==> config.mk <==
export PLATFORM = sky130hd
export DESIGN_NAME = dvfs_level_to_fid_vid
export DESIGN_NICKNAME = d
export VERILOG_FILES = /design/src/hw/rtl/dvfs_pkg.sv /design/src/hw/rtl/dvfs_ram.sv /design/src/hw/rtl/dvfs_dp.sv /design/src/hw/rtl/dvfs_ctrl.sv /design/src/hw/rtl/dvfs_level_to_fid_vid.sv
export SDC_FILE = /design/constraint.sdc
export NUM_CORES = 2
export LEC_CHECK = 0
export BUFFER_PORTS_ARGS = -buffer_cell sky130_fd_sc_hd__buf_4
export CELL_PAD_IN_SITES_DETAIL_PLACEMENT = 2
export CELL_PAD_IN_SITES_GLOBAL_PLACEMENT = 2
export CORE_MARGIN = 4
export CORE_UTILIZATION = 30
export DETAILED_ROUTE_END_ITERATION = 6
export PLACE_DENSITY = 0.69
export SLEW_MARGIN = 30
export SYNTH_ARGS = -nofsm -noshare
export SYNTH_HDL_FRONTEND = slang
export SYNTH_SLANG_ARGS = --single-unit
==> constraint.sdc <==
create_clock -name clock -period 28.3 [get_ports clock]
set_input_delay 0 -clock clock [delete_from_list [all_inputs] [get_ports clock]]
set_output_delay 0 -clock clock [all_outputs]
set_load 0.01 [all_outputs]
==> src/hw/rtl/dvfs_pkg.sv <==
// ----------------------------------------------------------------------------
// dvfs_pkg: shared types and constants of the level-to-fid/vid controller
// Holds the entry layout, controller/datapath handshake structs, command
// codes, control word masks and the fid multiplier table.
// ----------------------------------------------------------------------------
package dvfs_pkg;

   localparam int MAX_STATES_DEF = 16;

   localparam int FREQ_W  = 13;
   localparam int FID_W   = 5;
   localparam int VID_W   = 8;
   localparam int LEVEL_W = 7;
   localparam int CTL_W   = 64;
   localparam int STATE_W = 4;
   localparam int FSB_W   = 8;
   localparam int SETTLE_TIME_W = 16;
   localparam int SETTLE_W = 20;

   localparam int REQ_DATA_W = 88;  // 86 bits of fields, padded to bytes
   localparam int RSP_DATA_W = 72;  // 68 bits of fields, padded to bytes
   localparam int CSR_IDX_W  = 1;
   localparam int CSR_DATA_W = 16;

   localparam logic [CSR_IDX_W-1:0] CSR_FSB_MHZ     = 1'd0;
   localparam logic [CSR_IDX_W-1:0] CSR_SETTLE_TIME = 1'd1;

   localparam logic [FSB_W-1:0]         FSB_RESET    = 8'd100;
   localparam logic [SETTLE_TIME_W-1:0] SETTLE_RESET = 16'd0;

   localparam logic [SETTLE_W-1:0] SETTLE_MIN = 20'd10000;
   localparam logic [SETTLE_W-1:0] SETTLE_MAX = 20'hFFFFF;
   localparam logic [FID_W-1:0]    FID_LIMIT  = 5'd30;
   localparam logic [LEVEL_W-1:0]  LEVEL_MAX  = 7'd100;

   localparam logic [CTL_W-1:0] BIT_SET_FID = 64'h0000_0000_0001_0000;
   localparam logic [CTL_W-1:0] BIT_SET_VID = 64'h0000_0000_0002_0000;

   // x/10 for x < 81920: (x * 52429) >> 19
   localparam logic [15:0] DIV10_RECIP = 16'd52429;
   localparam int          DIV10_SHIFT = 19;
   // x/100 for x < 2^20: (x * 1342178) >> 27
   localparam logic [20:0] DIV100_RECIP = 21'd1342178;
   localparam int          DIV100_SHIFT = 27;

   typedef enum logic [1:0] {
      CMD_LOAD  = 2'd0,
      CMD_LEVEL = 2'd1,
      CMD_CLEAR = 2'd2
   } cmd_code_type;

   typedef enum logic [1:0] {
      RD_FIRST,
      RD_LAST,
      RD_CUR,
      RD_SCAN
   } rd_sel_type;

   typedef struct packed {
      logic [FREQ_W-1:0] freq;
      logic [FID_W-1:0]  fid;
      logic [VID_W-1:0]  vid;
   } entry_type;

   typedef struct packed {
      logic       capture;      // take the request beat
      logic       clear;        // empty the table
      logic       ld_mul;       // fsb times multiplier
      logic       ld_div;       // divide by ten
      logic       ld_wr;        // append entry
      rd_sel_type rd_sel;       // table read address source
      logic       cap_lo;
      logic       cap_hi;
      logic       cap_cur;
      logic       lvl_mul;      // span times level, settle count
      logic       lvl_div;      // divide by hundred, form target
      logic       scan_clr;
      logic       scan_adv;
      logic       sel_cap;
      logic       commit;       // switch state, form control word
      logic       beat_second;
   } dp_cmd_type;

   typedef struct packed {
      logic [1:0] cmd;
      logic       load_ok;
      logic       table_empty;
      logic       hit;
      logic       same_state;
   } dp_status_type;

   // multiplier x10 per fid code; codes 30 and 31 are never used
   function automatic logic [7:0] mult_x10(input logic [FID_W-1:0] fid);
      logic [7:0] m;
      case (fid)
         5'd0:  m = 8'd110;
         5'd1:  m = 8'd115;
         5'd2:  m = 8'd120;
         5'd3:  m = 8'd125;
         5'd4:  m = 8'd50;
         5'd5:  m = 8'd55;
         5'd6:  m = 8'd60;
         5'd7:  m = 8'd65;
         5'd8:  m = 8'd70;
         5'd9:  m = 8'd75;
         5'd10: m = 8'd80;
         5'd11: m = 8'd85;
         5'd12: m = 8'd90;
         5'd13: m = 8'd95;
         5'd14: m = 8'd100;
         5'd15: m = 8'd105;
         5'd16: m = 8'd30;
         5'd17: m = 8'd190;
         5'd18: m = 8'd40;
         5'd19: m = 8'd200;
         5'd20: m = 8'd130;
         5'd21: m = 8'd135;
         5'd22: m = 8'd140;
         5'd23: m = 8'd210;
         5'd24: m = 8'd150;
         5'd25: m = 8'd225;
         5'd26: m = 8'd160;
         5'd27: m = 8'd165;
         5'd28: m = 8'd170;
         5'd29: m = 8'd180;
         default: m = 8'd0;
      endcase
      return m;
   endfunction

endpackage

==> src/hw/rtl/dvfs_ram.sv <==
// ----------------------------------------------------------------------------
// dvfs_ram: generic single write, single read RAM
// One write port and one read port with registered read data.
// ----------------------------------------------------------------------------
module dvfs_ram #(
   parameter int WIDTH = 8,
   parameter int DEPTH = 16
) (
   input  logic                     clock,
   input  logic                     wr_en,
   input  logic [$clog2(DEPTH)-1:0] wr_addr,
   input  logic [WIDTH-1:0]         wr_data,
   input  logic [$clog2(DEPTH)-1:0] rd_addr,
   output logic [WIDTH-1:0]         rd_data
);

   logic [WIDTH-1:0] mem_ff [DEPTH];
   logic [WIDTH-1:0] rd_data_ff;

   always_ff @(posedge clock) begin
      if (wr_en) begin
         mem_ff[wr_addr] <= wr_data;
      end
      rd_data_ff <= mem_ff[rd_addr];
   end

   assign rd_data = rd_data_ff;

endmodule

==> src/hw/rtl/dvfs_dp.sv <==
// ----------------------------------------------------------------------------
// dvfs_dp: datapath of the level-to-fid/vid controller
// Item and configuration registers, the state table, interpolation
// arithmetic, table scan and result word formation.
// ----------------------------------------------------------------------------
module dvfs_dp
   import dvfs_pkg::*;
#(
   parameter int MAX_STATES = MAX_STATES_DEF
) (
   input  logic                  clock,
   input  logic                  reset,
   input  logic [REQ_DATA_W-1:0] req_tdata,
   input  logic                  csr_we,
   input  logic [CSR_IDX_W-1:0]  csr_index,
   input  logic [CSR_DATA_W-1:0] csr_wdata,
   input  dp_cmd_type            cmd,
   output dp_status_type         status,
   output logic [RSP_DATA_W-1:0] rsp_tdata,
   output logic                  rsp_tlast
);

   localparam int IDX_W = $clog2(MAX_STATES);
   localparam int CNT_W = $clog2(MAX_STATES + 1);

   // item fields
   logic [1:0]         cmd_ff;
   logic [FID_W-1:0]   fid_ff;
   logic [VID_W-1:0]   vid_ff;
   logic [LEVEL_W-1:0] level_ff;
   logic [CTL_W-1:0]   ctl_ff;

   // configuration
   logic [FSB_W-1:0]         fsb_ff;
   logic [SETTLE_TIME_W-1:0] settle_time_ff;

   // table control
   logic [CNT_W-1:0] count_ff;
   logic [IDX_W-1:0] cur_ff;
   logic [IDX_W-1:0] idx_ff;
   logic [IDX_W-1:0] sel_ff;

   // arithmetic
   logic [15:0]              ld_prod_ff;
   logic [FREQ_W-1:0]        ld_freq_ff;
   logic [FREQ_W-1:0]        lo_ff;
   logic [FREQ_W-1:0]        hi_ff;
   logic [FREQ_W-1:0]        cur_freq_ff;
   logic signed [21:0]       lvl_prod_ff;
   logic [SETTLE_W-1:0]      settle_ff;
   logic signed [14:0]       target_ff;
   logic [FID_W-1:0]         sel_fid_ff;
   logic [VID_W-1:0]         sel_vid_ff;
   logic                     fid_first_ff;
   logic [CTL_W-1:0]         word_ff;

   entry_type          wr_entry;
   entry_type          rd_entry;
   logic [IDX_W-1:0]   rd_addr;
   logic [CNT_W-1:0]   last_cnt;
   logic [IDX_W-1:0]   last_idx;
   logic [31:0]        div10_full;
   logic [LEVEL_W-1:0] level_sat;
   logic signed [13:0] span;
   logic [21:0]        mag;
   logic [41:0]        div100_full;
   logic [14:0]        quot;
   logic signed [14:0] lo_s;
   logic [22:0]        settle_raw;
   logic [SETTLE_W-1:0] settle_clamp;
   logic               ge_target;
   logic [IDX_W+3:0]   sel_wide;

   assign last_cnt = count_ff - CNT_W'(1);
   assign last_idx = last_cnt[IDX_W-1:0];

   always_comb begin
      case (cmd.rd_sel)
         RD_FIRST: rd_addr = '0;
         RD_LAST:  rd_addr = last_idx;
         RD_CUR:   rd_addr = cur_ff;
         RD_SCAN:  rd_addr = idx_ff;
         default:  rd_addr = idx_ff;
      endcase
   end

   assign wr_entry.freq = ld_freq_ff;
   assign wr_entry.fid  = fid_ff;
   assign wr_entry.vid  = vid_ff;

   dvfs_ram #(
      .WIDTH ($bits(entry_type)),
      .DEPTH (MAX_STATES)
   ) u_table (
      .clock   (clock),
      .wr_en   (cmd.ld_wr),
      .wr_addr (count_ff[IDX_W-1:0]),
      .wr_data (wr_entry),
      .rd_addr (rd_addr),
      .rd_data (rd_entry)
   );

   // interpolation arithmetic
   assign div10_full  = ld_prod_ff * DIV10_RECIP;
   assign level_sat   = (level_ff > LEVEL_MAX) ? LEVEL_MAX : level_ff;
   assign span        = $signed({1'b0, hi_ff}) - $signed({1'b0, lo_ff});
   assign mag         = lvl_prod_ff[21] ? 22'(-lvl_prod_ff) : 22'(lvl_prod_ff);
   assign div100_full = mag[20:0] * DIV100_RECIP;
   assign quot        = div100_full[41:DIV100_SHIFT];
   assign lo_s        = $signed({2'b00, lo_ff});
   assign settle_raw  = {7'd0, settle_time_ff} * 23'd100;

   always_comb begin
      if (settle_raw < {3'd0, SETTLE_MIN}) begin
         settle_clamp = SETTLE_MIN;
      end else if (settle_raw > {3'd0, SETTLE_MAX}) begin
         settle_clamp = SETTLE_MAX;
      end else begin
         settle_clamp = settle_raw[SETTLE_W-1:0];
      end
   end

   assign ge_target = $signed({2'b00, rd_entry.freq}) >= target_ff;

   // control state
   always_ff @(posedge clock) begin
      if (reset) begin
         fsb_ff         <= FSB_RESET;
         settle_time_ff <= SETTLE_RESET;
         count_ff       <= '0;
         cur_ff         <= '0;
      end else begin
         if (csr_we) begin
            case (csr_index)
               CSR_FSB_MHZ:     fsb_ff         <= csr_wdata[FSB_W-1:0];
               CSR_SETTLE_TIME: settle_time_ff <= csr_wdata;
               default: ;
            endcase
         end
         if (cmd.clear) begin
            count_ff <= '0;
            cur_ff   <= '0;
         end else if (cmd.ld_wr) begin
            count_ff <= count_ff + CNT_W'(1);
            cur_ff   <= count_ff[IDX_W-1:0];
         end else if (cmd.commit) begin
            cur_ff <= sel_ff;
         end
      end
   end

   // payload
   always_ff @(posedge clock) begin
      if (cmd.capture) begin
         cmd_ff   <= req_tdata[1:0];
         fid_ff   <= req_tdata[6:2];
         vid_ff   <= req_tdata[14:7];
         level_ff <= req_tdata[21:15];
         ctl_ff   <= req_tdata[85:22];
      end
      if (cmd.ld_mul) begin
         ld_prod_ff <= fsb_ff * mult_x10(fid_ff);
      end
      if (cmd.ld_div) begin
         ld_freq_ff <= div10_full[31:DIV10_SHIFT];
      end
      if (cmd.cap_lo) begin
         lo_ff <= rd_entry.freq;
      end
      if (cmd.cap_hi) begin
         hi_ff <= rd_entry.freq;
      end
      if (cmd.cap_cur) begin
         cur_freq_ff <= rd_entry.freq;
      end
      if (cmd.lvl_mul) begin
         lvl_prod_ff <= span * $signed({1'b0, level_sat});
         settle_ff   <= settle_clamp;
      end
      if (cmd.lvl_div) begin
         target_ff <= lvl_prod_ff[21] ? (lo_s - $signed(quot)) : (lo_s + $signed(quot));
      end
      if (cmd.scan_clr) begin
         idx_ff <= '0;
      end else if (cmd.scan_adv) begin
         idx_ff <= idx_ff + IDX_W'(1);
      end
      if (cmd.sel_cap) begin
         sel_ff     <= idx_ff;
         sel_fid_ff <= rd_entry.fid;
         sel_vid_ff <= rd_entry.vid;
      end
      if (cmd.commit) begin
         fid_first_ff <= $signed({2'b00, cur_freq_ff}) > target_ff;
         word_ff      <= {ctl_ff[63:52], settle_ff, ctl_ff[31:16], sel_vid_ff,
                          3'd0, sel_fid_ff};
      end
   end

   assign status.cmd         = cmd_ff;
   assign status.load_ok     = (fid_ff != '0) && (vid_ff != '0) && (fid_ff < FID_LIMIT)
                               && (count_ff != CNT_W'(MAX_STATES));
   assign status.table_empty = (count_ff == '0);
   assign status.hit         = ge_target || (idx_ff == last_idx);
   assign status.same_state  = (sel_ff == cur_ff);

   assign sel_wide  = {4'd0, sel_ff};
   assign rsp_tlast = cmd.beat_second;
   assign rsp_tdata = {4'd0, sel_wide[STATE_W-1:0],
                       word_ff | ((fid_first_ff ^ cmd.beat_second) ? BIT_SET_FID
                                                                   : BIT_SET_VID)};

endmodule

==> src/hw/rtl/dvfs_ctrl.sv <==
// ----------------------------------------------------------------------------
// dvfs_ctrl: sequencer of the level-to-fid/vid controller
// Steps the datapath through entry loads, target interpolation, the table
// scan and the two result beats.
// ----------------------------------------------------------------------------
module dvfs_ctrl
   import dvfs_pkg::*;
(
   input  logic          clock,
   input  logic          reset,
   input  logic          req_tvalid,
   output logic          req_tready,
   output logic          rsp_tvalid,
   input  logic          rsp_tready,
   input  dp_status_type status,
   output dp_cmd_type    cmd
);

   typedef enum logic [3:0] {
      S_IDLE,
      S_DECODE,
      S_LD_MUL,
      S_LD_DIV,
      S_LD_WR,
      S_RD_FIRST,
      S_RD_LAST,
      S_RD_CUR,
      S_LVL_MUL,
      S_LVL_DIV,
      S_SCAN_RD,
      S_SCAN_CMP,
      S_CHECK,
      S_EMIT0,
      S_EMIT1
   } state_type;

   state_type state_ff;
   state_type state_in;

   always_ff @(posedge clock) begin
      if (reset) begin
         state_ff <= S_IDLE;
      end else begin
         state_ff <= state_in;
      end
   end

   always_comb begin
      state_in   = state_ff;
      cmd        = '0;
      cmd.rd_sel = RD_SCAN;
      req_tready = 1'b0;
      rsp_tvalid = 1'b0;
      case (state_ff)
         S_IDLE: begin
            req_tready  = 1'b1;
            cmd.capture = req_tvalid;
            if (req_tvalid) begin
               state_in = S_DECODE;
            end
         end
         S_DECODE: begin
            case (status.cmd)
               CMD_LOAD:  state_in = status.load_ok ? S_LD_MUL : S_IDLE;
               CMD_LEVEL: state_in = status.table_empty ? S_IDLE : S_RD_FIRST;
               CMD_CLEAR: begin
                  cmd.clear = 1'b1;
                  state_in  = S_IDLE;
               end
               default:   state_in = S_IDLE;
            endcase
         end
         S_LD_MUL: begin
            cmd.ld_mul = 1'b1;
            state_in   = S_LD_DIV;
         end
         S_LD_DIV: begin
            cmd.ld_div = 1'b1;
            state_in   = S_LD_WR;
         end
         S_LD_WR: begin
            cmd.ld_wr = 1'b1;
            state_in  = S_IDLE;
         end
         S_RD_FIRST: begin
            cmd.rd_sel = RD_FIRST;
            state_in   = S_RD_LAST;
         end
         S_RD_LAST: begin
            cmd.rd_sel = RD_LAST;
            cmd.cap_lo = 1'b1;
            state_in   = S_RD_CUR;
         end
         S_RD_CUR: begin
            cmd.rd_sel = RD_CUR;
            cmd.cap_hi = 1'b1;
            state_in   = S_LVL_MUL;
         end
         S_LVL_MUL: begin
            cmd.cap_cur = 1'b1;
            cmd.lvl_mul = 1'b1;
            state_in    = S_LVL_DIV;
         end
         S_LVL_DIV: begin
            cmd.lvl_div  = 1'b1;
            cmd.scan_clr = 1'b1;
            state_in     = S_SCAN_RD;
         end
         S_SCAN_RD: begin
            state_in = S_SCAN_CMP;
         end
         S_SCAN_CMP: begin
            if (status.hit) begin
               cmd.sel_cap = 1'b1;
               state_in    = S_CHECK;
            end else begin
               cmd.scan_adv = 1'b1;
               state_in     = S_SCAN_RD;
            end
         end
         S_CHECK: begin
            if (status.same_state) begin
               state_in = S_IDLE;
            end else begin
               cmd.commit = 1'b1;
               state_in   = S_EMIT0;
            end
         end
         S_EMIT0: begin
            rsp_tvalid = 1'b1;
            if (rsp_tready) begin
               state_in = S_EMIT1;
            end
         end
         S_EMIT1: begin
            rsp_tvalid      = 1'b1;
            cmd.beat_second = 1'b1;
            if (rsp_tready) begin
               state_in = S_IDLE;
            end
         end
         default: state_in = S_IDLE;
      endcase
   end

endmodule

==> src/hw/rtl/dvfs_level_to_fid_vid.sv <==
// ----------------------------------------------------------------------------
// dvfs_level_to_fid_vid: performance level to fid/vid control word writer
// Sequence: a load is checked, scaled and appended to the table; a level
//   request reads the first, last and current entries, interpolates the target
//   and scans the entries (at most the table fill), a RAM read then a compare
//   per entry. Throughput: one item at a time; the next beat is taken once all
//   beats of the previous item are delivered. A clear is done at decode.
// Reset: synchronous, active high; the table is emptied, fsb_mhz returns to
//   100 and settle_time to 0. Table contents are not cleared.
// ----------------------------------------------------------------------------
module dvfs_level_to_fid_vid
   import dvfs_pkg::*;
#(
   parameter int MAX_STATES = MAX_STATES_DEF
) (
   input  logic                  clock,
   input  logic                  reset,
   // request stream
   input  logic                  req_tvalid,
   output logic                  req_tready,
   // [1:0] cmd, [6:2] fid_code, [14:7] vid_code, [21:15] level,
   // [85:22] ctl_in, [87:86] zero
   input  logic [REQ_DATA_W-1:0] req_tdata,
   // result stream
   output logic                  rsp_tvalid,
   input  logic                  rsp_tready,
   // [63:0] ctl_word, [67:64] new_state, [71:68] zero
   output logic [RSP_DATA_W-1:0] rsp_tdata,
   output logic                  rsp_tlast,
   // register writes: index 0 fsb_mhz, index 1 settle_time
   input  logic                  csr_valid,
   output logic                  csr_ready,
   input  logic [CSR_IDX_W-1:0]  csr_index,
   input  logic [CSR_DATA_W-1:0] csr_wdata
);

   dp_cmd_type    dp_cmd;
   dp_status_type dp_status;

   // register writes are always taken and land at once; send them only while
   // no item is in flight
   assign csr_ready = 1'b1;

   // sequencer: owns both handshakes and steps the datapath
   dvfs_ctrl u_ctrl (
      .clock      (clock),
      .reset      (reset),
      .req_tvalid (req_tvalid),
      .req_tready (req_tready),
      .rsp_tvalid (rsp_tvalid),
      .rsp_tready (rsp_tready),
      .status     (dp_status),
      .cmd        (dp_cmd)
   );

   // datapath: table RAM, arithmetic and result word; the result beat is
   // held in registers until taken
   dvfs_dp #(
      .MAX_STATES (MAX_STATES)
   ) u_dp (
      .clock     (clock),
      .reset     (reset),
      .req_tdata (req_tdata),
      .csr_we    (csr_valid & csr_ready),
      .csr_index (csr_index),
      .csr_wdata (csr_wdata),
      .cmd       (dp_cmd),
      .status    (dp_status),
      .rsp_tdata (rsp_tdata),
      .rsp_tlast (rsp_tlast)
   );

endmodule
==> results.yml <==
critical_path:
  worstPathRequired_ns: 28.71
  r2r_setup_slack_ns: 15.92
  crit_type: "reg2reg"
  crit_path_end_kind: "flop"
  critPathSlowestCell: "a221oi_1"
  cp.arrival_ns: 12.79
  cpPeakStageDelay_ns: 0.76
  critPathMaxFanout: 8
  start_kind: "flop"
routing:
  drt_iter0_markers: 1579
  wire_per_inst_um: 21.1
  firstDrtPassIters: 6
  drtAntennaViolNets: 0
  routed_wl_mm: 144
  post-route-drc-count: 0
  routed-via-count: 32700
  avgViaCountPerCell: 4.80
sta:
  holdWs_ns: 0.0487
  hold_viol_final: 0
  maxSlewViolCount: 0
  setup_viol: 0
  final.period_utilization_pct: 43.7
  tightest_slew_ns: 0.959
  finClkSkew_ns: 0.0528
  final.min_clock_period_ns: 12.38
  slew_headroom_pct: 35.9
  rsz0062_at_grt: "no"
  fmax_mhz: 80.8
  setup_tns_ns: 0
synthesis:
  yosysTopAreaCellShare_pct: 40.3
  yosysTopAreaCell: "edfxtp_1"
  synth.most_common_cell: "inv_1"
  ys_async_sr_fraction_pct: 0
  synthSimpleGateAreaFrac_pct: 9.08
  synth_top_family_by_area: "adder cells"
  synthAdderAreaFrac_pct: 28.3
  synth-seq-area-share_pct: 43.4
  synth_edf_count: 668
  ys_warn_count: 0
  synthTopCellsByCount: "inv_1, edfxtp_1, ha_1"
  synth-compound-area-share_pct: 8.89
  synth.avg_cell_area_um2: 11.4
  yosysUniqueCellTypes: 78
  synth_flop_cell: "edfxtp_1"
  synth_xor_area_share_pct: 2.64
  ys_ff_latch: 743
  synth_cells: 4355
  synthTopCellsByArea: "edfxtp_1, fa_1, ha_1, inv_1, dfxtp_1"
  synthMuxAreaShare_pct: 0.307
  synth.cell_area_um2: 49700
cts:
  cts_buffers: 79
  clock_latency_ns: 0.69
  cts.clk_slew.worst_paths_ns: 0.06
  cts_max_path_buffers: 3
  post_cts_buffers: 0
  cts_num_sinks: 743
  cts_tree: "done"
  root_buffer: "clkbuf_16"
  htree_levels: 3
global_routing:
  grt_max_degree: 209
  grt_pass1_wl_mm: 225
  overflow: 0
  first_global_vias: 37800
  grtUsageTotal_pct: 16.6
  antenna_found_initial: 2
final_layout:
  post-route-cell-area_um2: 57200
  fill_cells: 17400
  drive_gt1_share_pct: 8.21
  fin_cells: 6816
  layout.nets: 5580
  diodes: 0
  syn2layout_area_growth_pct: 15.0
power_and_ir_drop:
  max-vdd-ir-drop_uv: 52.6
  power.internal_w: 0.00219
  p_sw_share_pct: 29.7
  net-switching-power_w: 0.000928
  powerDensity_nw_per_um2: 54.6
  sequentialPowerShare_pct: 40.5
  p_comb_share_pct: 24.6
  power_leakage_nw: 23.8
  clock_power_share_pct: 34.9
worst_hold_path:
  hp-class: "in2reg"
floorplanning:
  rows: 149
  die-width_um: 415
  die_area_um2: 172000
  io_pins: 186
  start_util_pct: 30.2
  core_um2: 165000
  fp.dieH_um: 415
placed_design:
  placed_cells: 6548
  placed_area_um2: 53200
  port_buffers: 139
  place_congestion: 0.805
  place_hpwl_mm: 100
flow_run:
  max_cap_viol_count: 0
outcome:
  status: "complete, no violations"
[cells in the final DEF, fill, tap and decap left out, types with 10 or more instances in the layout]
cell type | synthesis | layout
buf_4 | 67 | 180
inv_1 | 728 | 726
ha_1 | 552 | 552
edfxtp_1 | 668 | 668
nor2b_1 | 23 | 23
a21o_1 | 26 | 26
a21oi_1 | 170 | 169
nor2_4 | 0 | 15
xnor2_1 | 103 | 102
fa_1 | 357 | 357
dfxtp_1 | 75 | 75
or2_2 | 20 | 20
a31oi_1 | 68 | 68
clkbuf_1 | 116 | 23
o31ai_1 | 14 | 14
nor4_1 | 16 | 12
clkbuf_16 | 0 | 79
nor2_1 | 186 | 171
and2_0 | 16 | 16
nor3_1 | 46 | 42
a311oi_1 | 53 | 53
a211oi_1 | 138 | 138
mux2i_1 | 13 | 12
nand2b_1 | 32 | 32
nand4_1 | 10 | 10
dlygate4sd3_1 | 0 | 119
o21a_1 | 27 | 26
a21boi_0 | 15 | 15
nand2_1 | 393 | 393
o21ai_0 | 79 | 77
nand3_1 | 28 | 28
xor2_1 | 45 | 43
and2_1 | 158 | 158
[timing repair]
action                     in CTS  in global routing
hold endpoints to repair       90                  0
setup endpoints to repair       0                  0
resized for setup               0                  0
hold buffers                  119                  0
[flip-flops by register name, summed over array words and instances, names as in the netlist, 15 cells and up, named ones only]
name / flops
u_dp.ctl_ff: 28
u_dp.ld_prod_ff: 16
u_dp.lvl_prod_ff: 22
u_dp.settle_ff: 19
u_dp.settle_time_ff: 16
u_dp.target_ff: 15
u_dp.u_table.mem_ff: 416
u_dp.u_table.rd_data: 26
u_dp.word_ff: 60
[worst max-delay path, delay by kind of cell (launching register included)]
kind	cells	cell delay, ns
fa+ha+maj	10	4.25
compound gates	15	4.23
simple gates	5	1.23
xor+xnor	3	0.99
buf+inv	6	0.76
flops	1	0.62
[final cells by class]
cell class,count,area (µm²),share of cell area [%]
timing repair buffer,305,2660,4.65
inverter,731,2750,4.81
multi-input combinational,2701,24700,43.3
tap,2189,2740,4.79
sequential,743,21600,37.7
clock buffer,110,2170,3.80
clock inverter,37,541,0.946
[layer usage]
metal	part of all wire, %	up-vias	GRT usage (%)
li1	-	15200	-
met1	44	17100	21.4
met2	51	389	30.0
met3	2.7	125	1.86
met4	1.6	2	3.28
met5	0.0049	-	0
[power by group through the flow]
| stage | Clock [W] | Combinational, W | Sequential (W) |
|---|---|---|---|
| after detailed placement | 0 | 0.000759 | 0.00129 |
| after floorplan | 0 | 0.000550 | 0.00127 |
| after global placement | 0 | 0.000725 | 0.00128 |
| after global routing | 0.00117 | 0.000890 | 0.00126 |
| after CTS | 0.00112 | 0.000784 | 0.00126 |
| final | 0.00109 | 0.000767 | 0.00126 |
[through the flow]
stage / setup WS, ns / total power, W / utilization (%)
2_1_floorplan: 17.95 / 0.00182 / -
3_3_place_gp: 15.89 / 0.00201 / 32.2
3_5_place_dp: 15.86 / 0.00205 / 32.3
4_1_cts: 15.79 / 0.00317 / 34.6
5_1_grt: 15.02 / 0.00332 / 34.7
6_report: 15.92 / 0.00312 / 34.7
[path summary, 6_finish.rpt]
path / start / endpoint / cells past startpoint
max reg2reg: u_dp.lvl_prod_ff[0] / u_dp.target_ff[14] / 39
min reg2reg: u_dp.u_table.rd_data[4] / u_dp.sel_vid_ff[4] / 0
min: req_tdata[82] / u_dp.ctl_ff[60] / 2
max: u_dp.lvl_prod_ff[0] / u_dp.target_ff[14] / 39
[logic make-up after synthesis]
logic type | Yosys count
XOR/XNOR | 149
multiplexers | 15
buffers and inverters | 917
AND/OR/NAND/NOR | 962
adder cells (fa/ha/maj) | 909
other | 2
AO/OA/AOI/OAI | 658
flip-flops | 743
(Power assumes the default switching activity.)
